===== src/sv/kpi_pkg.sv =====
// Shared types and constants for the keyframe plateau interpolator.
`timescale 1ns / 1ps
`default_nettype none
package kpi_pkg;

    localparam int MAX_KEYS = 16;
    localparam int IDX_W = $clog2(MAX_KEYS);
    localparam int CNT_W = $clog2(MAX_KEYS + 1);
    localparam int U_W = 16;
    localparam logic signed [17:0] PLATEAU_Q8 = 18'sd768;

    localparam logic OP_LOAD = 1'b0;
    localparam logic OP_EVAL = 1'b1;

    typedef struct packed {
        logic signed [15:0] angle;
        logic signed [15:0] x;
        logic signed [15:0] y;
        logic signed [15:0] z;
    } entry_t;

    // Search token that travels down the row of cells.
    typedef struct packed {
        logic               valid;
        logic               found;
        logic signed [15:0] deg;
        entry_t             p;
        entry_t             q;
        entry_t             last;
    } tok_t;

endpackage
`default_nettype wire


===== src/sv/kpi_cell.sv =====
// One keyframe cell: stores an entry and checks the search token against its segment.
`timescale 1ns / 1ps
`default_nettype none
module kpi_cell import kpi_pkg::*; (
    input  wire logic             aclk,
    input  wire logic             aresetn,
    input  wire logic [IDX_W-1:0] cell_idx,
    input  wire logic [CNT_W-1:0] key_n,
    input  wire logic             wr_en,
    input  wire logic [IDX_W-1:0] wr_idx,
    input  wire entry_t           wr_entry,
    input  wire entry_t           nbr,
    input  wire tok_t             tok_in,
    output entry_t                own,
    output tok_t                  tok_out
);

    entry_t own_reg;
    tok_t   tok_reg;
    tok_t   tok_next;
    logic   has_seg;
    logic   hit;
    logic   is_last;

    assign has_seg = ({1'b0, cell_idx} + CNT_W'(1)) < key_n;
    assign is_last = {1'b0, cell_idx} == (key_n - CNT_W'(1));
    assign hit = tok_in.valid && !tok_in.found && has_seg
                 && (tok_in.deg >= own_reg.angle) && (tok_in.deg <= nbr.angle);

    always_comb begin
        tok_next = tok_in;
        if (hit) begin
            tok_next.found = 1'b1;
            tok_next.p     = own_reg;
            tok_next.q     = nbr;
        end
        if (is_last) begin
            tok_next.last = own_reg;
        end
    end

    always_ff @(posedge aclk) begin
        if (wr_en && (wr_idx == cell_idx)) begin
            own_reg <= wr_entry;
        end
        if (!aresetn) begin
            tok_reg <= '0;
        end else begin
            tok_reg <= tok_next;
        end
    end

    assign own     = own_reg;
    assign tok_out = tok_reg;

endmodule
`default_nettype wire


===== config.mk =====
export PLATFORM = sky130hd
export DESIGN_NAME = kpi_cell
export DESIGN_NICKNAME = d
export VERILOG_FILES = /design/src/sv/kpi_pkg.sv /design/src/sv/kpi_cell.sv
export SDC_FILE = /design/constraint.sdc
export NUM_CORES = 1
export LEC_CHECK = 0
export BUFFER_PORTS_ARGS = -buffer_cell sky130_fd_sc_hd__buf_2
export CAP_MARGIN = 25
export CORE_AREA = 4 4 242 244
export DETAILED_ROUTE_END_ITERATION = 10
export DIE_AREA = 0 0 246 248
export GPL_TIMING_DRIVEN = 0
export PLACE_DENSITY = 0.41
export SLEW_MARGIN = 20
export SYNTH_ARGS = -nofsm -noshare
export SYNTH_HDL_FRONTEND = slang
export SYNTH_SLANG_ARGS = --single-unit

===== constraint.sdc =====
create_clock -name aclk -period 13.7 [get_ports aclk]
set_input_delay 0 -clock aclk [delete_from_list [all_inputs] [get_ports aclk]]
set_output_delay 0 -clock aclk [all_outputs]
set_load 0.005 [all_outputs]

# [Yosys cells after proc, flatten, opt, wreduce, memory -nomap -nowiden]
# Cells that the tools add are included.
[word_totals] register_bits=274 input_bits=354
[op_classes] n_mux=3 n_reduce_logical=6 magnitude_cmp=3 n_eq_ne=2 n_addsub=2
[op_table] op="$mux W128" count=1
[op_table] op="$mux W64" count=1
[op_table] op="$ge A16 B16 Y1" count=1
[op_table] op="$le A16 B16 Y1" count=1
[op_table] op="$add A4 B1 Y5 const B" count=1
[op_table] op="$eq A4 B5 Y1" count=1
[op_table] op="$logic_and A1 B1 Y1" count=5
[op_table] op="$lt A5 B5 Y1" count=1
[op_table] op="$sub A5 B1 Y5 const B" count=1
[op_table] op="$eq A4 B4 Y1" count=1
[op_table] op="$logic_not A1 Y1" count=1
[op_table] op="$mux W1" count=1

# [Longest topological paths before layout]
# Gate-level depths: netlist of run 1.
[logic_depth] word_depth=6 mapped_depth=11 ltp_nobuf=9

# [Worst setup path after synthesis of run 1]
# Ideal clock, no wire load.
[synth_timing] path_kind="input port to flip-flop" start="in cell_idx[2]" end="reg own_reg (netlist bit own[0]), enable pin" setup_time_ps=644 arrival_ps=6590 path_stages=3 required_ps=13056 slack_ps=6466 cell_sequence="clkbuf_1 xor2_1 nor4_1"
[synth_via] elab_chain_cells=2
[synth_rtl] element="from (decl)" line="kpi_cell.sv:7" rtl="input wire logic [IDX_W-1:0] cell_idx,"
[synth_rtl] element="$eq A4 B4 Y1" line="kpi_cell.sv:43" rtl="if (wr_en && (wr_idx == cell_idx)) begin"
[synth_rtl] element="$logic_and A1 B1 Y1" line="kpi_cell.sv:43"
[synth_rtl] element="to (signal assigned)" line="kpi_cell.sv:44" rtl="own_reg <= wr_entry;"
[synth_rtl] element="to (decl)" line="kpi_cell.sv:18" rtl="entry_t own_reg;"
# Every way passes these cells.
# A chain may end at the register's enable or synchronous reset.

# [Worst setup path after layout of run 1]
[layout_timing] start="reg own_reg (netlist bit own[55])" end="reg tok_reg (netlist bit tok_out[83])"
[layout_via] elab_chain_cells=4
[layout_rtl] element="$ge A16 B16 Y1" line="kpi_cell.sv:28" rtl="&& (tok_in.deg >= own_reg.angle) && (tok_in.deg <= nbr.angle);"
[layout_rtl] element="$logic_and A1 B1 Y1 (2 in a row)" line="kpi_cell.sv:28"
[layout_rtl] element="$mux W128" line="kpi_cell.sv:32" rtl="if (hit) begin"
[layout_rtl] element="to (signal assigned)" line="kpi_cell.sv:49" rtl="tok_reg <= tok_next;"
[layout_rtl] element="to (decl)" line="kpi_cell.sv:19" rtl="tok_t tok_reg;"
# Every way passes these cells.

==> results_dict.tcl, run 1 <==
set metrics [dict create \
    cts.clk_slew.worst_paths_ns 0.06 \
    root_buffer "clkbuf_16" \
    fp-row-count 87 \
    antenna_left 0 \
    critPathMaxFanout 10 \
    pwr-share-seq 0.409 \
    drt_iter0_drc 322 \
    yosysSeqAreaShare 0.553 \
    initial_core_util 0.197 \
    layout.nets 2426 \
    setup_ws_ns 9.76 \
    die_area_mm2 0.0610 \
    synthFlopType "dfxtp_1" \
    firstDrtPassIters 4 \
    hpwl_um 41600 \
    hp-class "in2reg" \
    run_status "complete, no violations" \
    ios 628 \
    drc_errors 0 \
    ff2ff_setup_slack_ns 9.76 \
    cts_tree "built" \
    rsz0062_at_grt "false" \
    die-height_um 248 \
    viasPerCell 3.98 \
    slew_headroom 0.345 \
    grt_pass1_wl_um 77100 \
    cts_resized 0 \
    hold_viol_final 0 \
    clock_latency_ns 0.53 \
    detailedPlace.worstSlack_ns 10.11 \
    cts.path.max_buffers 3 \
    routabilityCongestion 0.812 \
    largest_reg_flops 210 \
    synthesis.nets 1409 \
    die_w_um 246 \
    critPathKind "reg2reg" \
    fin_util 0.352 \
    max_freq_ghz 0.254 \
    cts_sinks 274 \
    syn2layout_area_growth_pct 79.1 \
    p_int_mw 1.64 \
    netlist_instances 1016 \
    antenna_found_initial 4 \
    critical_path.startpoint_type "flop" \
    h-tree-depth 2 \
    drive_gt1_frac 0.351 \
    fin_crit_ns 3.94 \
    power_density_mw_per_mm2 111 \
    avgSynthCellArea_um2 10.9 \
    ys_types 38 \
    numCtsBuffers 35 \
    switchingPower_uw 555 \
    post_cts_buffers 0 \
    synth_edf_count 64 \
    yosys_warnings 0 \
    skew_ns 0.0178 \
    holdBufCountCts 341 \
    overflow 0 \
    critPathRequiredTime_ns 14.16 \
    vias 11200 \
    clock_power_share 0.432 \
    grt_max_degree 13 \
    p_total_mw 2.19 \
    cap_violations 0 \
    drt_wl_total_um 54300 \
    post_drt_wl_per_cell_um 19.3 \
    port_buffers 625 \
    async_flop_share 0 \
    cp.arrival_ns 4.40 \
    peakVddDrop_v 0.0000927 \
    synth-seq-cells 274 \
    coreArea_mm2 0.0563 \
    fin_tns_setup_ns 0 \
    p_leak_nw 9.68 \
    globalRouteTotalUtil 0.170 \
    end_kind "flop" \
    worst_pin_slew_ns 0.982 \
    combPwrFrac 0.160 \
    syn_area_mm2 0.0111 \
    sw_frac_of_total 0.253 \
    grt_pass1_vias 12200 \
    setup_viol 0 \
    period_share 0.287 \
    report.final.slew_viol_count 0 \
]
## cell type report
| type | instances | area (µm²) |
|---|---|---|
| inverters | 36 | 135 |
| multi-input cells | 646 | 4390 |
| fillers | 5829 | 36500 |
| well taps | 756 | 946 |
| flip-flops and latches | 274 | 6130 |
| diodes | 4 | 10.0 |
| plain buffers | 60 | 429 |
| clock buffers | 46 | 1030 |
| clock inverters | 17 | 136 |
| repair buffers | 980 | 6620 |
## path summary, 6_finish.rpt
path,start,depth (start not counted),to
max,own[55],12,tok_out[83]
max reg2reg,own[55],12,tok_out[83]
min reg2reg,own[42],2,tok_out[170]
min,aresetn,3,tok_out[47]
## cells in the final DEF (no fill, tap or decap), types with 4 or more instances in the layout
cell,n
buf_2,641
o21a_1,4
edfxtp_1,64
dfxtp_1,210
o21ai_0,5
clkinv_2,10
xnor2_1,4
clkbuf_1,38
buf_4,5
inv_1,36
nand4_1,8
xor2_1,6
buf_12,10
clkbuf_8,7
clkbuf_16,37
nor3_1,4
a21o_1,4
a21oi_1,10
mux2i_1,192
and2_1,18
nor2b_1,67
nor2_1,5
dlygate4sd3_1,341
diode_2,4
nand2_1,262
nand3_1,4
ha_1,39
## critical path: stages, from the launching register on
cell and delay (ns):
edfxtp_1 0.72, inv_1 0.09, ha_1 0.33, a41o_1 0.25, a21oi_1 0.15, nor3_1 0.06, a2111oi_0 0.41, nor2_1 0.14
nor4b_4 0.40, buf_8 0.33, buf_12 0.19, mux2i_1 0.21, dlygate4sd3_1 0.58
## routing by layer
| metal | GRT usage | wire length (µm) |
|---|---|---|
| met1 | 0.195 | 21100 |
| met2 | 0.303 | 27100 |
| met3 | 0.0483 | 4370 |
| met4 | 0.0614 | 1750 |
| met5 | 0 | 0 |
## synthesized netlist by cell type (2+ instances only)
cell type	count	share of area
nor2_1	5	0.0017
nand3_1	4	0.0018
xnor2_1	4	0.0032
o21ai_0	5	0.0023
buf_6	2	0.0020
edfxtp_1	64	0.17
nand4_1	8	0.0045
buf_2	6	0.0027
a221o_1	2	0.0018
a21o_1	4	0.0027
a21oi_1	10	0.0045
dfxtp_1	210	0.38
nor3_1	4	0.0018
clkbuf_1	39	0.013
o21a_1	4	0.0027
xor2_1	6	0.0047
mux2i_1	192	0.17
and2_1	18	0.010
nand2_1	262	0.089
inv_1	36	0.012
buf_12	10	0.018
nor2b_1	67	0.038
ha_1	39	0.044
## through the flow
step	hold WS, ns	cell area [µm²]	instances
3_5_place_dp	0.178	15200	2411
4_1_cts	0.120	19800	2815
2_1_floorplan	0.0989	11100	1016
5_1_grt	0.163	19800	2815
3_3_place_gp	0.177	15100	2397
6_report	0.147	19800	2819
## logic make-up (layout without fill, tap and decap cells)
group | after synthesis | in the layout | share of synthesized area
AND/OR/NAND/NOR | 373 | 373 | 0.151
AO/OA/AOI/OAI | 32 | 32 | 0.0191
multiplexers | 192 | 192 | 0.174
buffers and inverters | 96 | 1139 | 0.0506
adder cells (fa/ha/maj) | 39 | 39 | 0.0441
XOR/XNOR | 10 | 10 | 0.00791
other | 0 | 4 | 0
flip-flops | 274 | 274 | 0.553
## power groups by stage
| stage | registers, mW | clock network [mW] | logic (mW) |
|---|---|---|---|
| final | 0.896 | 0.947 | 0.350 |
| after global routing | 0.900 | 1.01 | 0.384 |
| after global placement | 0.915 | 0 | 0.267 |
| after CTS | 0.897 | 0.977 | 0.355 |
| after floorplan | 0.916 | 0 | 0.107 |
| after detailed placement | 0.914 | 0 | 0.270 |
Power figures use the tool's default switching activity.
==> inputs of run 2 (changes only) <==
--- a/config.mk
+++ b/config.mk
@@ -7,11 +7,11 @@
 export LEC_CHECK = 0
 export BUFFER_PORTS_ARGS = -buffer_cell sky130_fd_sc_hd__buf_2
 export CAP_MARGIN = 25
-export CORE_AREA = 4 4 242 244
+export CORE_AREA = 4 4 245 247
 export DETAILED_ROUTE_END_ITERATION = 10
-export DIE_AREA = 0 0 246 248
+export DIE_AREA = 0 0 249 251
 export GPL_TIMING_DRIVEN = 0
-export PLACE_DENSITY = 0.41
+export PLACE_DENSITY = 0.4
 export SLEW_MARGIN = 20
 export SYNTH_ARGS = -nofsm -noshare
 export SYNTH_HDL_FRONTEND = slang
==> constraint.sdc (replaced) <==
create_clock -name aclk -period 4.1 [get_ports aclk]
set_input_delay 0 -clock aclk [delete_from_list [all_inputs] [get_ports aclk]]
set_output_delay 0 -clock aclk [all_outputs]
set_load 0.005 [all_outputs]
==> results_dict.tcl, run 2 (synthesis gave the netlist of run 1 again) <==
set metrics [dict create \
    cts.path.max_buffers 3 \
    h-tree-depth 2 \
    syn2layout_area_growth_pct 78.7 \
    cp_slowest_stage_delay_ns 0.59 \
    initial_core_util 0.192 \
    detailedPlace.worstSlack_ns 0.634 \
    final_common_cell "buf_2" \
    coreArea_mm2 0.0576 \
    drt_wl_total_um 54400 \
    globalRouteTotalUtil 0.166 \
    crit_chain "inv_1, ha_1, nand4_1, or2_1, nor3_1, a2111oi_0, nand4_1, nor4b_4, buf_12, buf_12, mux2i_1, dlygate4sd3_1" \
    grt_max_degree 13 \
    critPathTopFamily "simple AND/OR/NAND/NOR gates" \
    antenna_left 0 \
    cts_sinks 274 \
    cts_tree "built" \
    overflow 0 \
    peakVddDrop_v 0.000236 \
    drive_gt1_frac 0.346 \
    fin_crit_ns 3.87 \
    critPathMaxFanout 10 \
    period_share 0.943 \
    rsz0062_at_grt "false" \
    firstDrtPassIters 4 \
    layout.nets 2418 \
    viasPerCell 3.96 \
    antenna_found_initial 1 \
    numCtsBuffers 34 \
    critPathBufInv 4 \
    critPathRequiredTime_ns 4.57 \
    cp.arrival_ns 4.33 \
    report.final.slew_viol_count 0 \
    drt_iter0_drc 404 \
    run_status "complete, no violations" \
    skew_ns 0.0216 \
    root_buffer "clkbuf_16" \
    fp-row-count 88 \
    ff2ff_setup_slack_ns 0.23 \
    setup_viol 0 \
    num_antenna_cells 0 \
    hp-class "in2reg" \
    drc_errors 0 \
    cap_violations 0 \
    max_freq_ghz 0.259 \
    routabilityCongestion 0.863 \
    grt_pass1_vias 12000 \
    end_kind "flop" \
    critPathSlowestCell "dlygate4sd3_1" \
    post_drt_wl_per_cell_um 19.3 \
    die-height_um 251 \
    slew_headroom 0.349 \
    vias 11200 \
    die_w_um 249 \
    final_cell_mix "631 x buf_2, 340 x dlygate4sd3_1, 262 x nand2_1" \
    worst_pin_slew_ns 0.977 \
    port_buffers 625 \
    fin_util 0.343 \
    hold_viol_final 0 \
    grt_pass1_wl_um 78800 \
    die_area_mm2 0.0625 \
    hpwl_um 41700 \
    largest_reg_flops 210 \
    critPathKind "reg2reg" \
    ios 628 \
    critical_path.startpoint_type "flop" \
    cts.clk_slew.worst_paths_ns 0.06 \
    clock_latency_ns 0.54 \
    power_density_mw_per_mm2 365 \
    fillers 5963 \
    p_leak_nw 9.61 \
    setup_ws_ns 0.232 \
]
-- run 2: cell count changes in the layout (fill, tap and decap cells not counted), sizes merged --
cell | before | now
clkbuf | 85 | 95
buf | 660 | 654
bufinv | 2 | 1
clkinv | 13 | 3
dlygate4sd3 | 341 | 340
inv | 36 | 38
clkinvlp | 2 | 0
diode | 4 | 0
-- run 2: worst paths after layout --
path | startpoint | to | cells after the start
worst max-delay path | own[63] | tok_out[75] | 12
worst min register to register | own[27] | tok_out[155] | 2
worst min-delay path | aresetn | tok_out[6] | 3
worst max register to register | own[63] | tok_out[75] | 12
-- run 2: worst register-to-register path: stages (launching register included) --
cell and delay (ns):
edfxtp_1 0.53, inv_1 0.15, ha_1 0.36, nand4_1 0.13
or2_1 0.29, nor3_1 0.34, a2111oi_0 0.20, nand4_1 0.13
nor4b_4 0.36, buf_12 0.28, buf_12 0.19, mux2i_1 0.24
dlygate4sd3_1 0.59
-- run 2: through the flow --
| stage | instances | total power [mW] | hold slack [ns] | cell area, µm² | setup TNS [ns] |
|---|---|---|---|---|---|
| after floorplan | 1016 | 3.42 | 0.0989 | 11100 | 0 |
| after global placement | 2406 | 3.94 | 0.176 | 15200 | -72.47 |
| after detailed placement | 2414 | 3.95 | 0.178 | 15300 | 0 |
| after CTS | 2816 | 7.32 | 0.0301 | 19800 | 0 |
| after global routing | 2816 | 7.54 | 0.0618 | 19800 | 0 |
| final | 2816 | 7.21 | 0.0656 | 19800 | 0 |
-- run 2: where the power goes --
group	internal, mW	switching [mW]
sequential	2.93	0.0612
clock	1.81	1.24
combinational	0.652	0.524
total	5.39	1.83
-- run 2: routing by layer --
layer | track usage | routed length, µm
met3 | 0.0525 | 4170
met5 | 0 | 7
met4 | 0.0402 | 1180
met1 | 0.191 | 21900
met2 | 0.301 | 27200
-- run 2: area by class of cell --
class / instances / area [µm²] / share of cell area
repair buffers: 973 / 6610 / 0.334
flip-flops and latches: 274 / 6130 / 0.310
multi-input cells: 646 / 4400 / 0.222
clock buffers: 56 / 1040 / 0.0528
well taps: 765 / 957 / 0.0484
plain buffers: 60 / 434 / 0.0220
inverters: 36 / 135 / 0.00683
clock inverters: 6 / 73.8 / 0.00373
-- run 2: what timing repair did --
item / 4_1_cts / 5_1_grt
resized for setup: 0 / 1
hold buffers: 340 / 0
buffers inserted: 0 / 0
hold endpoints to repair: 276 / 0
endpoints found under the setup margin: 0 / 3
==> inputs of run 3 (changes only) <==
--- a/config.mk
+++ b/config.mk
@@ -7,11 +7,12 @@
 export LEC_CHECK = 0
 export BUFFER_PORTS_ARGS = -buffer_cell sky130_fd_sc_hd__buf_2
 export CAP_MARGIN = 25
-export CORE_AREA = 4 4 245 247
+export CORE_AREA = 2 2 243 245
 export DETAILED_ROUTE_END_ITERATION = 10
-export DIE_AREA = 0 0 249 251
+export DIE_AREA = 0 0 245 247
 export GPL_TIMING_DRIVEN = 0
 export PLACE_DENSITY = 0.4
+export REMOVE_ABC_BUFFERS = 1
 export SLEW_MARGIN = 20
 export SYNTH_ARGS = -nofsm -noshare
 export SYNTH_HDL_FRONTEND = slang
==> results_dict.tcl, run 3 (synthesis gave the netlist of run 1 again) <==
set metrics [dict create \
    run_status "finished with violations" \
    failed_checks "hold timing" \
    drt_iter0_drc 220 \
    fin_util 0.343 \
    grt_pass1_wl_um 64800 \
    fillers 5941 \
    skew_ns 0.0214 \
    antenna_found_initial 5 \
    port_buffers 627 \
    clock_latency_ns 0.54 \
    critPathMaxFanout 14 \
    met3_usage 0.0386 \
    grt_max_degree 139 \
    end_kind "flop" \
    hold_viol_final 3 \
    fp-row-count 89 \
    die_w_um 245 \
    grt_pass1_vias 11300 \
    final_common_cell "buf_2" \
    critPathKind "reg2reg" \
    final_area_mm2 0.0200 \
    initial_core_util 0.190 \
    globalRouteTotalUtil 0.139 \
    die_area_mm2 0.0605 \
    cts.clk_slew.worst_paths_ns 0.06 \
    hp-class "in2reg" \
    syn2layout_area_growth_pct 80.4 \
    peakVddDrop_v 0.000238 \
    use_met1 0.156 \
    antenna_left 0 \
    worst_pin_slew_ns 0.776 \
    numCtsBuffers 35 \
    drive_gt1_frac 0.353 \
    holdWs_ns -0.0189 \
    h-tree-depth 2 \
    hpwl_um 33300 \
    cts_tree "built" \
    slew_headroom 0.483 \
    max_freq_ghz 0.263 \
    ios 628 \
    crit_chain "inv_1, ha_1, nand4_1, or2_4, nor3_4, nand4_1, nand4_1, nor4b_4, buf_6, buf_6, buf_8, buf_6, mux2i_1, dlygate4sd3_1" \
    cp_slowest_stage_delay_ns 0.57 \
    cts_sinks 274 \
    drt_wl_total_um 44400 \
    root_buffer "clkbuf_16" \
    drc_errors 0 \
    layout.nets 2414 \
    cp.arrival_ns 4.29 \
    busiest_layer "met2" \
    overflow 0 \
    use_met2 0.245 \
    cap_violations 0 \
    critPathRequiredTime_ns 4.58 \
    period_share 0.927 \
    critPathSlowestCell "dlygate4sd3_1" \
    firstDrtPassIters 4 \
    die-height_um 247 \
    power_density_mw_per_mm2 362 \
    report.final.slew_viol_count 0 \
    final_cells 2824 \
    placed_area_mm2 0.0152 \
    fin_crit_ns 3.80 \
    vias 10800 \
    placedCellCount 2398 \
    final_cell_mix "638 x buf_2, 359 x dlygate4sd3_1, 262 x nand2_1" \
    setup_viol 0 \
    p_leak_nw 9.74 \
    critical_path.startpoint_type "flop" \
    coreArea_mm2 0.0582 \
    routabilityCongestion 0.815 \
    rsz0062_at_grt "false" \
    cts.path.max_buffers 3 \
    largest_reg_flops 210 \
    viasPerCell 3.83 \
    post_drt_wl_per_cell_um 15.7 \
]
run 3: per-stage QoR:
step / TNS, ns / hold WS [ns] / power [mW] / worst slack, ns
after floorplan: -678.59 / 0.0989 / 3.39 / -3.82
after global placement: -1772.32 / 0.177 / 3.94 / -9.52
after detailed placement: -3.56 / 0.178 / 3.89 / -0.402
after CTS: 0 / 0.00280 / 7.38 / 0.0400
after global routing: 0 / 0.0218 / 7.59 / 0.0991
final: 0 / -0.0189 / 7.23 / 0.298
run 3: worst paths after layout:
check | cells past startpoint | endpoint | start | slack [ns]
min reg2reg | 2 | tok_out[155] | own[27] | 0.57
max | 14 | tok_out[101] | own[60] | 0.30
min | 2 | tok_out[199] | aresetn | -0.02
max reg2reg | 14 | tok_out[101] | own[60] | 0.30
run 3: repair_timing:
item | CTS | global route
hold buffers | 359 | 0
buffers inserted | 1 | 1
pin swaps | 1 | 0
setup endpoints to repair | 17 | 27
gates resized for setup | 2 | 5
hold endpoints to repair | 276 | 0
run 3: cell type report:
type / instances / area, µm² / area share
antenna: 3 / 7.51 / 0.000376
clock buffer: 50 / 993 / 0.0498
clock inverter: 14 / 154 / 0.00771
inverter: 36 / 135 / 0.00677
multi-input combinational: 646 / 4420 / 0.222
sequential: 274 / 6130 / 0.307
tap: 773 / 967 / 0.0484
timing repair buffer: 1028 / 7160 / 0.359
run 3: worst max-delay path: cells and delay by family, from the launching register on:
family                     cells  cell delay (ns)
adders and majority gates      1             0.30
buffers and inverters          6             1.54
muxes                          1             0.20
and+or+nand+nor                6             1.20
DFF                            1             0.49
run 3: where the power goes:
group | switching (mW) | total, mW | internal, mW
combinational | 0.478 | 1.14 | 0.657
sequential | 0.0550 | 2.98 | 2.93
clock | 1.23 | 3.11 | 1.88
total | 1.76 | 7.23 | 5.47
run 3: routing by layer:
layer / part of all wire / vias up / routed length [µm]
met4: 0.039 / 4 / 1720
met1: 0.40 / 4950 / 17700
li1: - / 5391 / -
met2: 0.50 / 382 / 22000
met5: 0.00061 / - / 27
met3: 0.067 / 100 / 2960
