==> config.mk <==
export PLATFORM = sky130hd
export DESIGN_NAME = kpi_div
export DESIGN_NICKNAME = d
export VERILOG_FILES = /design/src/sv/kpi_pkg.sv /design/src/sv/kpi_div.sv
export SDC_FILE = /design/constraint.sdc
export NUM_CORES = 1
export LEC_CHECK = 0
export ABC_CLOCK_PERIOD_IN_PS = 3400
export BUFFER_PORTS_ARGS = -buffer_cell sky130_fd_sc_hd__buf_4
export CORE_ASPECT_RATIO = 0.9
export CORE_MARGIN = 2
export CORE_UTILIZATION = 50
export CTS_CLUSTER_DIAMETER = 50
export CTS_CLUSTER_SIZE = 16
export DETAILED_ROUTE_END_ITERATION = 10
export PLACE_DENSITY = 0.83
export SLEW_MARGIN = 20
export SYNTH_ARGS = -nofsm -noshare
export SYNTH_HDL_FRONTEND = slang
export SYNTH_SLANG_ARGS = --single-unit
==> constraint.sdc <==
create_clock -name aclk -period 3.4 [get_ports aclk]
set_input_delay 0.51 -clock aclk [delete_from_list [all_inputs] [get_ports aclk]]
set_output_delay 0.51 -clock aclk [all_outputs]
set_load 0.05 [all_outputs]
==> src/sv/kpi_pkg.sv <==
// Shared types and constants for the keyframe plateau interpolator.
`timescale 1ns / 1ps
`default_nettype none
package kpi_pkg;

    localparam int MAX_KEYS = 16;
    localparam int IDX_W = $clog2(MAX_KEYS);
    localparam int CNT_W = $clog2(MAX_KEYS + 1);
    localparam int U_W = 16;
    localparam logic signed [17:0] PLATEAU_Q8 = 18'sd768;

    localparam logic OP_LOAD = 1'b0;
    localparam logic OP_EVAL = 1'b1;

    typedef struct packed {
        logic signed [15:0] angle;
        logic signed [15:0] x;
        logic signed [15:0] y;
        logic signed [15:0] z;
    } entry_t;

    // Search token that travels down the row of cells.
    typedef struct packed {
        logic               valid;
        logic               found;
        logic signed [15:0] deg;
        entry_t             p;
        entry_t             q;
        entry_t             last;
    } tok_t;

endpackage
`default_nettype wire

==> src/sv/kpi_div.sv <==
// Restoring divider that forms the Q0.16 fraction, one quotient bit per cycle.
`timescale 1ns / 1ps
`default_nettype none
module kpi_div import kpi_pkg::*; (
    input  wire logic           aclk,
    input  wire logic           aresetn,
    input  wire logic           start,
    input  wire logic [16:0]    num,
    input  wire logic [16:0]    den,
    output logic                busy,
    output logic                done,
    output logic [U_W-1:0]      quo
);

    logic [16:0]      rem_reg, rem_next;
    logic [16:0]      den_reg;
    logic [U_W-1:0]   quo_reg, quo_next;
    logic [4:0]       cnt_reg, cnt_next;
    logic             busy_reg, busy_next;
    logic             done_reg, done_next;
    logic [17:0]      r2;

    assign r2 = {rem_reg, 1'b0};

    always_comb begin
        rem_next  = rem_reg;
        quo_next  = quo_reg;
        cnt_next  = cnt_reg;
        busy_next = busy_reg;
        done_next = 1'b0;
        if (start) begin
            rem_next  = num;
            quo_next  = '0;
            cnt_next  = 5'd0;
            busy_next = 1'b1;
        end else if (busy_reg) begin
            if (r2 >= {1'b0, den_reg}) begin
                rem_next = 17'(r2 - {1'b0, den_reg});
                quo_next = {quo_reg[U_W-2:0], 1'b1};
            end else begin
                rem_next = r2[16:0];
                quo_next = {quo_reg[U_W-2:0], 1'b0};
            end
            cnt_next = cnt_reg + 5'd1;
            if (cnt_reg == 5'(U_W - 1)) begin
                busy_next = 1'b0;
                done_next = 1'b1;
            end
        end
    end

    always_ff @(posedge aclk) begin
        if (!aresetn) begin
            busy_reg <= 1'b0;
            done_reg <= 1'b0;
        end else begin
            busy_reg <= busy_next;
            done_reg <= done_next;
        end
        rem_reg <= rem_next;
        quo_reg <= quo_next;
        cnt_reg <= cnt_next;
        if (start) begin
            den_reg <= den;
        end
    end

    assign busy = busy_reg;
    assign done = done_reg;
    assign quo  = quo_reg;

endmodule
`default_nettype wire
---- Yosys cells after proc, flatten, opt, wreduce, memory -nomap -nowiden ----
Cells that the tools add are included.
storage, ports and cells
  register bits after elaboration ......... 57
  input port bits ......................... 37
  output and inout port bits .............. 18
  logic and storage cells ................. 22
operators by class
  add/subtract/negate cells ............... 2
  $lt $le $gt $ge ......................... 1
  equal/unequal tests ..................... 1
  muxes and demuxes ....................... 8
  bitwise gates (word level) .............. 2
  reduce and logical (&&, ||, !) cells .... 2
operators with widths
  operator             number
  $mux 17              3
  $ge 18x17->1         1
  $sub 17x17->17       1
  $add 5x1->5 const B  1
  $eq 5x4->1 const B   1
  $mux 1               5
  $reduce_or 3->1      1
  $not 1->1            2
  $reduce_bool 2->1    1

---- Depth between registers and ports, before layout ----
Gate-level depths: netlist (run 1).
  depth after elaboration ................. 4
  depth in mapped cells ................... 10
  depth with buffers taken out ............ 9

---- Worst setup path before layout (run 1) ----
No wires, ideal clock.
  kind .................................... register -> register
  start ................................... register rem_reg[0]
  end ..................................... register rem_reg[8], data pin
  library setup time ...................... 0.261 ns
  arrival time ............................ 2.008 ns
  required time ........................... 3.139 ns
  setup slack ............................. 1.131 ns
  cell stages (with the launch flop) ...... 9
  path buffers ............................ 0
  clock period less this slack ............ 2.269 ns
  cells stage by stage .................... edfxtp_1 inv_1 fa_1 nand2b_1 a21oi_2 o211ai_1 and3_1 o221a_1 a311o_1
between the ends
  word-level cells in the longest chain between the ends .. 4
  elaborated cells between the ends (all ways) .. 5
  classes of those cells .................. add/sub (1); order compare (1); mux (3)
ends and longest elaborated chain
  element                                                line                          RTL
  start: declaration                                     kpi_div.sv:15                 logic [16:0] rem_reg, rem_next;
  start signal: assignment                               kpi_div.sv:60                 rem_reg <= rem_next;
  $sub 17x17->17 / $ge 18x17->1 (equally long branches)  kpi_div.sv:38, kpi_div.sv:37
  $mux 17 *                                              kpi_div.sv:37                 if (r2 >= {1'b0, den_reg}) begin
  $mux 17 *                                              kpi_div.sv:36                 end else if (busy_reg) begin
  $mux 17 *                                              kpi_div.sv:31                 if (start) begin
  net rem_next[8]                                        kpi_div.sv:15
The timed path passes the listed nets; every way through them passes the cells marked *. The select of a mux whose other input is x is not followed.
A chain may end at the register's enable or synchronous reset.

---- Final worst setup path (run 1) ----
  start ................................... register rem_reg[6]
  end ..................................... register rem_reg[8], data pin
Same word-level chain as after synthesis.

==> reports/qor.csv, run 1 <==
stage,metric,value,unit
status,status,finished clean,
die,Initial Util,52.3,%
clock_network,CTS resizes,0,
logic_synthesis,ys flop type,edfxtp_1,
critical_path,Worst Path Max Fanout,11,
global_route,overall routing resource usage,23.3,%
timing,Final Hold Viols,0,
die,Die ar.,7170,um^2
logic_synthesis,post-synthesis net count,377,
timing,setup_tns,0,ns
critical_path,Worst setup startpoint,rem_reg[6],
layout,nets,433,
drt,DRC Markers,0,
timing,final worst setup slack,0.857,ns
worst_hold_path,Hold Path Class,primary input to flip-flop,
layout,P&R area growth vs syn,21.2,%
global_route,largest net degree at the start of global routing,61,
logic_synthesis,Synth Cell Area,3250,um^2
clock_network,Worst-path clk slew,0.08,ns
clock_network,CTS Hold Bufs,0,
die,DIE WIDTH,89.0,um
critical_path,Critical Path RT,3.50,ns
logic_synthesis,Synth Warn #,0,
clock_network,H-tree Lvls,3,
timing,Tightest Pin Transition,0.683,ns
global_route,global-route wire length before repair,12700,um
timing,Final min period,2.54,ns
global_route,initial antenna violation count,0,
layout,"commonest non-fill, non-tap cell in the layout",buf_4,
critical_path,critical path class,flip-flop to flip-flop,
placement,DP Worst Slack,0.897,ns
logic_synthesis,Mapped Cells,320,
drt,Routed WL per cell,16.7,um
pwr,Pwr Density,595,nW/um^2
clock_network,Post CTS Setup Buffer Count,0,
placement,DP HPWL,5420,um
placement,Placed Area,3750,um^2
clock_network,Max clock buf depth,2,
clock_network,CTS root buf,clkbuf_8,
timing,headroom to the max-slew limit,54.4,%
clock_network,Num Clock Sinks,57,
critical_path,Worst Path Arrival,2.64,ns
die,CORE AREA,6220,um^2
die,number of top-level pins,55,
drt,total number of vias,2710,
critical_path,cell with the largest stage delay on the worst path,ha_1,
flow_run,max cap viols,0,
timing,clock skew,0.00979,ns
pwr,VDD IR-drop max,0.356,mV
layout,post-layout util,63.4,%
logic_synthesis,"Distinct cells, synth",50,
timing,RSZ-0062 raised after global routing,no,
logic_synthesis,Post-synth EDFFs,34,
logic_synthesis,Async SR Flop Fraction,0,%
global_route,vias in the first global route,2592,
logic_synthesis,Yosys reg bits,57,
drt,1st-pass router iterations,5,
critical_path,most frequent CP cell,a21oi_2,
timing,fin crit share,74.8,%
drt,routed vias/inst,5.79,
drt,post-route ant nets,0,
worst_hold_path,Hold Crit Start,den[12],
critical_path,crit-path max cell delay,0.41,ns
critical_path,Worst Setup End Kind,flip-flop,
layout,ANT cells,0,
global_route,GR Overflow Total,0,
die,standard-cell rows,27,
critical_path,R2R depth,8,
clock_network,CTS tree,yes,
pwr,Tot Pwr,2.35,mW
logic_synthesis,sequential share of the synthesized area,45.6,%
timing,final slew viol count,0,
drt,DRT iter0 DRCs,229,
placement,Placer Congestion,0.892,
die,die height,80.5,um
layout,fin area,3940,um^2
pwr,leakage power total,1.65,nW
layout,fraction of final layout cells with drive strength greater than 1,22.3,%
layout,most frequent cells in the layout,"59 x buf_4, 34 x edfxtp_1, 31 x nor2_1, 24 x inv_1, 23 x dfxtp_1",
critical_path,"Critical Path, Cell by Cell",ha_1 > a21oi_2 > o21ai_2 > a21oi_2 > a21oi_1 > buf_4 > o221a_1 > a311o_1,
timing,Achievable Freq,0.393,GHz
clock_network,Skew-Pair Late Insertion Delay,0.35,ns
placement,PortBufs,54,
drt,final wirelength,7800,um
worst_hold_path,Cells on Worst Hold Path,1,
critical_path,startpoint types,flip-flop,
clock_network,number of CTS-inserted buffers,9,
critical_path,Crit Reg-Reg Startpoint,rem_reg[6],
timing,"Setup violations, final",0,
logic_synthesis,mean post-synth cell area,10.2,um^2
[report_power, final]
part | internal [mW] | total (mW) | leakage [nW] | switching (mW)
clock network | 0.315 | 0.623 | 0.103 | 0.308
registers | 0.828 | 0.879 | 0.524 | 0.0502
logic | 0.353 | 0.845 | 1.03 | 0.492
[stage by stage]
step                      cells  hold slack [ns]
after floorplan             320            0.456
after global placement      452            0.465
after detailed placement    452            0.488
after CTS                   468            0.323
after global routing        468            0.319
final                       468            0.332
[cell usage after synthesis (2+ instances only)]
| cell | n | area share [%] |
|---|---|---|
| nor2_1 | 31 | 3.6 |
| a31oi_1 | 12 | 2.3 |
| a211o_1 | 3 | 0.81 |
| dfxtp_1 | 23 | 14 |
| a21oi_1 | 18 | 2.8 |
| buf_1 | 4 | 0.46 |
| nand2_1 | 12 | 1.4 |
| xnor2_1 | 7 | 1.9 |
| o21a_1 | 2 | 0.46 |
| xor2_1 | 3 | 0.81 |
| o211ai_1 | 6 | 1.4 |
| nand3_1 | 3 | 0.46 |
| o21bai_1 | 2 | 0.46 |
| o31ai_1 | 4 | 0.92 |
| ha_1 | 19 | 7.3 |
| a21o_1 | 4 | 0.92 |
| nand4_1 | 4 | 0.77 |
| o21ai_0 | 17 | 2.6 |
| a22o_1 | 2 | 0.54 |
| mux2i_1 | 17 | 5.2 |
| a41oi_1 | 3 | 0.81 |
| a311o_1 | 2 | 0.62 |
| and3_1 | 2 | 0.38 |
| nand2b_1 | 5 | 0.96 |
| a21boi_0 | 2 | 0.46 |
| clkbuf_1 | 7 | 0.81 |
| buf_2 | 3 | 0.46 |
| a2bb2oi_1 | 10 | 2.7 |
| inv_1 | 24 | 2.8 |
| nor2b_1 | 2 | 0.38 |
| or3_1 | 6 | 1.2 |
| a21oi_2 | 3 | 0.81 |
| edfxtp_1 | 34 | 31 |
| and2_1 | 5 | 0.96 |
| a211oi_1 | 4 | 0.92 |
[final timing paths]
check | to | slack [ns]
setup / recovery | rem_reg[8] | 0.86
hold / removal | den_reg[12] | 0.33
setup reg to reg | rem_reg[8] | 0.86
hold reg to reg | quo[15] | 0.50
[metal layers]
metal  routed length, um  track usage, %
met4                  91            7.46
met1                3550            31.9
met2                3590            35.4
met3                 564            6.78
met5                   0               0
[cells by family (layout without fill, tap and decap cells)]
family | after synthesis | after routing | share of synthesized area [%]
compound gates | 103 | 103 | 22.9
xor+xnor | 10 | 10 | 2.69
fa+ha+maj | 20 | 20 | 7.93
buf+inv | 38 | 99 | 4.50
flops | 57 | 57 | 45.6
mux | 17 | 17 | 5.23
simple gates | 75 | 75 | 11.2
[cell type report]
type | instances | area [um^2]
Fill cell | 523 | 2270
Multi-Input combinational cell | 225 | 1620
Sequential cell | 57 | 1480
Timing Repair Buffer | 59 | 443
Clock buffer | 10 | 149
Tap cell | 87 | 109
Inverter | 24 | 90.1
Clock inverter | 6 | 46.3
[worst max-delay path: cells and delay by family (launching register included)]
family / cells / cell delay (ns)
AOI/OAI and AO/OA: 6 / 1.29
buffers and inverters: 1 / 0.19
adders and majority gates: 1 / 0.41
DFF: 1 / 0.40
Note: power is estimated with default switching activity, not from simulation.
==> inputs of run 2 (changes only) <==
--- a/config.mk
+++ b/config.mk
@@ -5,7 +5,7 @@
 export SDC_FILE = /design/constraint.sdc
 export NUM_CORES = 1
 export LEC_CHECK = 0
-export ABC_CLOCK_PERIOD_IN_PS = 3400
+export ABC_CLOCK_PERIOD_IN_PS = 2500
 export BUFFER_PORTS_ARGS = -buffer_cell sky130_fd_sc_hd__buf_4
 export CORE_ASPECT_RATIO = 0.9
 export CORE_MARGIN = 2
==> constraint.sdc (replaced) <==
create_clock -name aclk -period 2.5 [get_ports aclk]
set_input_delay 0.375 -clock aclk [delete_from_list [all_inputs] [get_ports aclk]]
set_output_delay 0.375 -clock aclk [all_outputs]
set_load 0.05 [all_outputs]
==> reports/qor.csv, run 2 (synthesis gave the netlist of run 1 again) <==
stage,metric,value,unit
status,status,finished clean,
die,Initial Util,52.3,%
timing,headroom to the max-slew limit,68.4,%
placement,PortBufs,54,
die,Die ar.,7170,um^2
die,die height,80.5,um
die,number of top-level pins,55,
layout,final non-filler cell total,482,
flow_run,max cap viols,0,
clock_network,Max clock buf depth,2,
critical_path,crit-path max cell delay,0.43,ns
clock_network,CTS root buf,clkbuf_8,
layout,# fillers,522,
die,standard-cell rows,27,
layout,nets,447,
die,DIE WIDTH,89.0,um
layout,fraction of final layout cells with drive strength greater than 1,26.8,%
layout,P&R area growth vs syn,25.9,%
timing,Final Hold Viols,0,
drt,Routed WL per cell,16.5,um
clock_network,Num Clock Sinks,57,
timing,clock skew,0.00870,ns
critical_path,Worst Path Arrival,2.53,ns
pwr,Tot Pwr,3.31,mW
placement,Inst Count DP,462,
drt,final wirelength,7980,um
global_route,GR Overflow Total,0,
pwr,leakage power total,1.73,nW
pwr,VDD IR-drop max,0.449,mV
critical_path,Critical Path RT,2.61,ns
critical_path,"Critical Path, Cell by Cell",ha_4 > o211ai_2 > a21oi_4 > o31ai_4 > a21oi_1 > buf_4 > o221a_1 > a311o_1,
layout,post-layout util,65.8,%
die,CORE AREA,6220,um^2
clock_network,CTS tree,yes,
critical_path,critical path class,flip-flop to flip-flop,
timing,"Setup violations, final",0,
pwr,Pwr Density,808,nW/um^2
placement,DP HPWL,5580,um
layout,most frequent cells in the layout,"73 x buf_4, 34 x edfxtp_1, 29 x nor2_1, 24 x inv_1, 23 x dfxtp_1",
drt,total number of vias,2800,
critical_path,cell with the largest stage delay on the worst path,edfxtp_1,
layout,"commonest non-fill, non-tap cell in the layout",buf_4,
drt,post-route ant nets,0,
clock_network,Worst-path clk slew,0.07,ns
global_route,vias in the first global route,2767,
clock_network,CTS Hold Bufs,0,
timing,Final min period,2.43,ns
clock_network,H-tree Lvls,3,
drt,DRC Markers,0,
timing,fin crit share,97.0,%
global_route,overall routing resource usage,23.8,%
worst_hold_path,Hold Path Class,primary input to flip-flop,
global_route,global-route wire length before repair,12900,um
global_route,largest net degree at the start of global routing,27,
critical_path,Worst Path Max Fanout,11,
drt,1st-pass router iterations,4,
critical_path,startpoint types,flip-flop,
critical_path,Worst Setup End Kind,flip-flop,
placement,Placer Congestion,0.950,
clock_network,Skew-Pair Late Insertion Delay,0.35,ns
drt,routed vias/inst,5.81,
timing,setup_tns,0,ns
timing,final slew viol count,0,
global_route,initial antenna violation count,0,
layout,ANT cells,0,
clock_network,number of CTS-inserted buffers,9,
timing,Achievable Freq,0.412,GHz
drt,DRT iter0 DRCs,170,
timing,Tightest Pin Transition,0.475,ns
run 2: stage by stage:
| stage | hold slack [ns] | area [um^2] | setup slack [ns] |
|---|---|---|---|
| finish | 0.194 | 4090 | 0.0743 |
| global route | 0.173 | 4090 | -0.0192 |
| CTS | 0.180 | 4010 | 0.00471 |
| detailed placement | 0.488 | 3820 | 0.0196 |
| global placement | 0.464 | 3820 | 0.106 |
| floorplan | 0.456 | 3250 | 0.231 |
run 2: area by class of cell:
class                   count  area, um^2  area share [%]
clock inverters             5        35.0           0.856
flip-flops and latches     57        1480            36.2
multi-input cells         225        1680            41.0
well taps                  87         109            2.66
inverters                  24        90.1            2.20
clock buffers              11         153            3.73
repair buffers             73         548            13.4
run 2: power breakdown:
| part | internal [mW] | total [mW] | switching [mW] |
|---|---|---|---|
| sequential | 1.13 | 1.19 | 0.0625 |
| clock | 0.424 | 0.836 | 0.411 |
| combinational | 0.565 | 1.28 | 0.718 |
| total | 2.12 | 3.31 | 1.19 |
run 2: final timing paths:
check	from	end	slack (ns)	depth (start not counted)
max	rem_reg[2]	rem_reg[8]	0.07	8
min	den[4]	den_reg[4]	0.19	1
max reg2reg	rem_reg[2]	rem_reg[8]	0.07	8
min reg2reg	cnt_reg[4]	cnt_reg[4]	0.50	2
run 2: repair_timing:
action / CTS / global route
endpoints found under the setup margin: 0 / 11
resized for setup: 0 / 12
buffers inserted: 0 / 4
run 2: worst max-delay path: cells and delay by family (launching register included):
kind            cells  cell delay, ns
fa+ha+maj           1            0.27
compound gates      6            1.29
buf+inv             1            0.19
flops               1            0.43
run 2: metal layers:
layer  vias to the layer above  track usage [%]  routed length (um)
li1                       1332                -                   -
met1                      1344             31.2                3550
met2                       110             37.2                3760
met3                        14             8.94                 562
met4                         0             5.67                 109
met5                         -                0                   0
==> inputs of run 3 (changes only) <==
--- a/config.mk
+++ b/config.mk
@@ -7,7 +7,7 @@
 export LEC_CHECK = 0
 export ABC_CLOCK_PERIOD_IN_PS = 2500
 export BUFFER_PORTS_ARGS = -buffer_cell sky130_fd_sc_hd__buf_4
-export CORE_ASPECT_RATIO = 0.9
+export CORE_ASPECT_RATIO = 2
 export CORE_MARGIN = 2
 export CORE_UTILIZATION = 50
 export CTS_CLUSTER_DIAMETER = 50
==> reports/qor.csv, run 3 (synthesis gave the netlist of run 1 again) <==
stage,metric,value,unit
pwr,leakage power total,1.75,nW
timing,final slew viol count,0,
pwr,VDD IR-drop max,0.789,mV
die,DIE WIDTH,61.0,um
layout,multi-input logic area,1670,um^2
clock_network,CTS root buf,clkbuf_16,
layout,P&R area growth vs syn,27.7,%
die,number of top-level pins,55,
drt,Routed WL per cell,17.2,um
clock_network,Skew-Pair Late Insertion Delay,0.33,ns
critical_path,critical path depth,7,
critical_path,crit-path max cell delay,0.43,ns
timing,Tightest Pin Transition,0.514,ns
status,status,finished clean,
critical_path,startpoint types,flip-flop,
critical_path,Worst Setup End Kind,flip-flop,
critical_path,worst path bufs/invs,0,
critical_path,Worst Path Max Fanout,5,
die,Die ar.,7200,um^2
pwr,Pwr Density,882,nW/um^2
critical_path,critical path capture point,rem_reg[8],
die,die height,118,um
critical_path,Worst setup startpoint,rem_reg[1],
global_route,GR Overflow Total,0,
timing,Achievable Freq,0.417,GHz
placement,DP Worst Slack,-0.0452,ns
layout,nets,441,
flow_run,max cap viols,0,
global_route,vias in the first global route,2833,
layout,fin area,4150,um^2
layout,fraction of final layout cells with drive strength greater than 1,24.5,%
die,Initial Util,51.5,%
drt,final wirelength,8170,um
clock_network,CTS tree,yes,
clock_network,Num Clock Sinks,57,
drt,DRC Markers,0,
drt,DRT iter0 DRCs,169,
placement,Placed Area,3780,um^2
layout,FF+latch area,1480,um^2
timing,fin crit share,95.9,%
critical_path,Crit Reg-Reg Startpoint,rem_reg[1],
clock_network,Worst-path clk slew,0.05,ns
timing,Final Hold Viols,0,
clock_network,H-tree Lvls,3,
critical_path,cell family with the largest share of critical-path delay,compound AO/OA/AOI/OAI gates,
placement,PortBufs,54,
layout,# fillers,497,
clock_network,CTS Hold Bufs,0,
timing,Final min period,2.40,ns
layout,final non-filler cell total,474,
die,standard-cell rows,41,
drt,routed vias/inst,5.82,
placement,DP HPWL,5900,um
layout,"commonest non-fill, non-tap cell in the layout",buf_4,
critical_path,critical path class,flip-flop to flip-flop,
critical_path,"Critical Path, Cell by Cell",ha_1 > nor2_1 > a21oi_4 > o31ai_4 > a21oi_2 > o221a_1 > a311o_1,
layout,ANT cells,0,
placement,Placer Congestion,0.922,
placement,Inst Count DP,456,
drt,post-route ant nets,0,
worst_hold_path,Hold Path Class,primary input to flip-flop,
global_route,largest net degree at the start of global routing,40,
layout,most frequent cells in the layout,"67 x buf_4, 34 x edfxtp_1, 31 x nor2_1, 24 x inv_1, 23 x dfxtp_1",
drt,total number of vias,2761,
global_route,initial antenna violation count,0,
critical_path,Critical Path RT,2.57,ns
critical_path,"setup slack, reg-to-reg",0.10,ns
timing,"Setup violations, final",0,
critical_path,cell with the largest stage delay on the worst path,edfxtp_1,
timing,final worst setup slack,0.102,ns
critical_path,Worst Path Arrival,2.47,ns
global_route,overall routing resource usage,24.4,%
global_route,global-route wire length before repair,13000,um
critical_path,r2r endpoint,rem_reg[8],
critical_path,R2R depth,7,
clock_network,Max clock buf depth,2,
drt,1st-pass router iterations,4,
timing,clock skew,0.00594,ns
timing,RSZ-0062 raised after global routing,no,
die,CORE AREA,6310,um^2
clock_network,number of CTS-inserted buffers,9,
timing,headroom to the max-slew limit,65.6,%
[run 3: area by class of cell]
cell class,count,share of cell area [%]
clock buffers,12,6.18
clock inverters,3,0.964
inverters,24,2.17
multi-input cells,225,40.3
flip-flops and latches,57,35.7
well taps,86,2.59
repair buffers,67,12.1
[run 3: through the flow]
| stage | hold slack (ns) | TNS, ns | utilization (%) | power (mW) |
|---|---|---|---|---|
| after floorplan | 0.456 | 0 | - | 2.04 |
| after global placement | 0.465 | 0 | 60.0 | 2.34 |
| after detailed placement | 0.479 | -0.122 | 60.0 | 2.38 |
| after CTS | 0.217 | 0 | 64.7 | 3.61 |
| after global routing | 0.214 | 0 | 65.8 | 3.84 |
| final | 0.220 | 0 | 65.8 | 3.66 |
[run 3: routing by layer]
layer / up-vias / global-route usage [%] / wire length [um]
met5: - / 0 / 0
met4: 0 / 16.6 / 410
met3: 38 / 5.60 / 411
met2: 100 / 40.0 / 4430
met1: 1299 / 26.0 / 2920
li1: 1324 / - / -
[run 3: worst register-to-register path, stage by stage, from the launching register on]
cell,delay (ns)
edfxtp_1,0.43
ha_1,0.29
nor2_1,0.28
a21oi_4,0.12
o31ai_4,0.30
a21oi_2,0.12
o221a_1,0.26
a311o_1,0.33
[run 3: repair_timing]
| item | in CTS | in global routing |
|---|---|---|
| setup buffers | 0 | 3 |
| endpoints found under the hold margin | 0 | 0 |
| endpoints found under the setup margin | 3 | 9 |
| pin swaps | 0 | 3 |
| gates resized for setup | 1 | 9 |
[run 3: worst min path at each step]
stage	startpoint	end	slack, ns	cells after the start
global route	den[13]	den_reg[13]	0.21	1
floorplan	cnt_reg[4]	cnt_reg[4]	0.46	2
CTS	den[10]	den_reg[10]	0.22	1
detailed placement	cnt_reg[4]	cnt_reg[4]	0.48	2
global placement	cnt_reg[4]	cnt_reg[4]	0.47	2
finish	den[10]	den_reg[10]	0.22	1
[run 3: where the power goes]
group | total (mW) | internal (mW) | switching [mW]
clock | 1.22 | 0.815 | 0.408
sequential | 1.20 | 1.13 | 0.0660
combinational | 1.24 | 0.528 | 0.716
total | 3.66 | 2.47 | 1.19
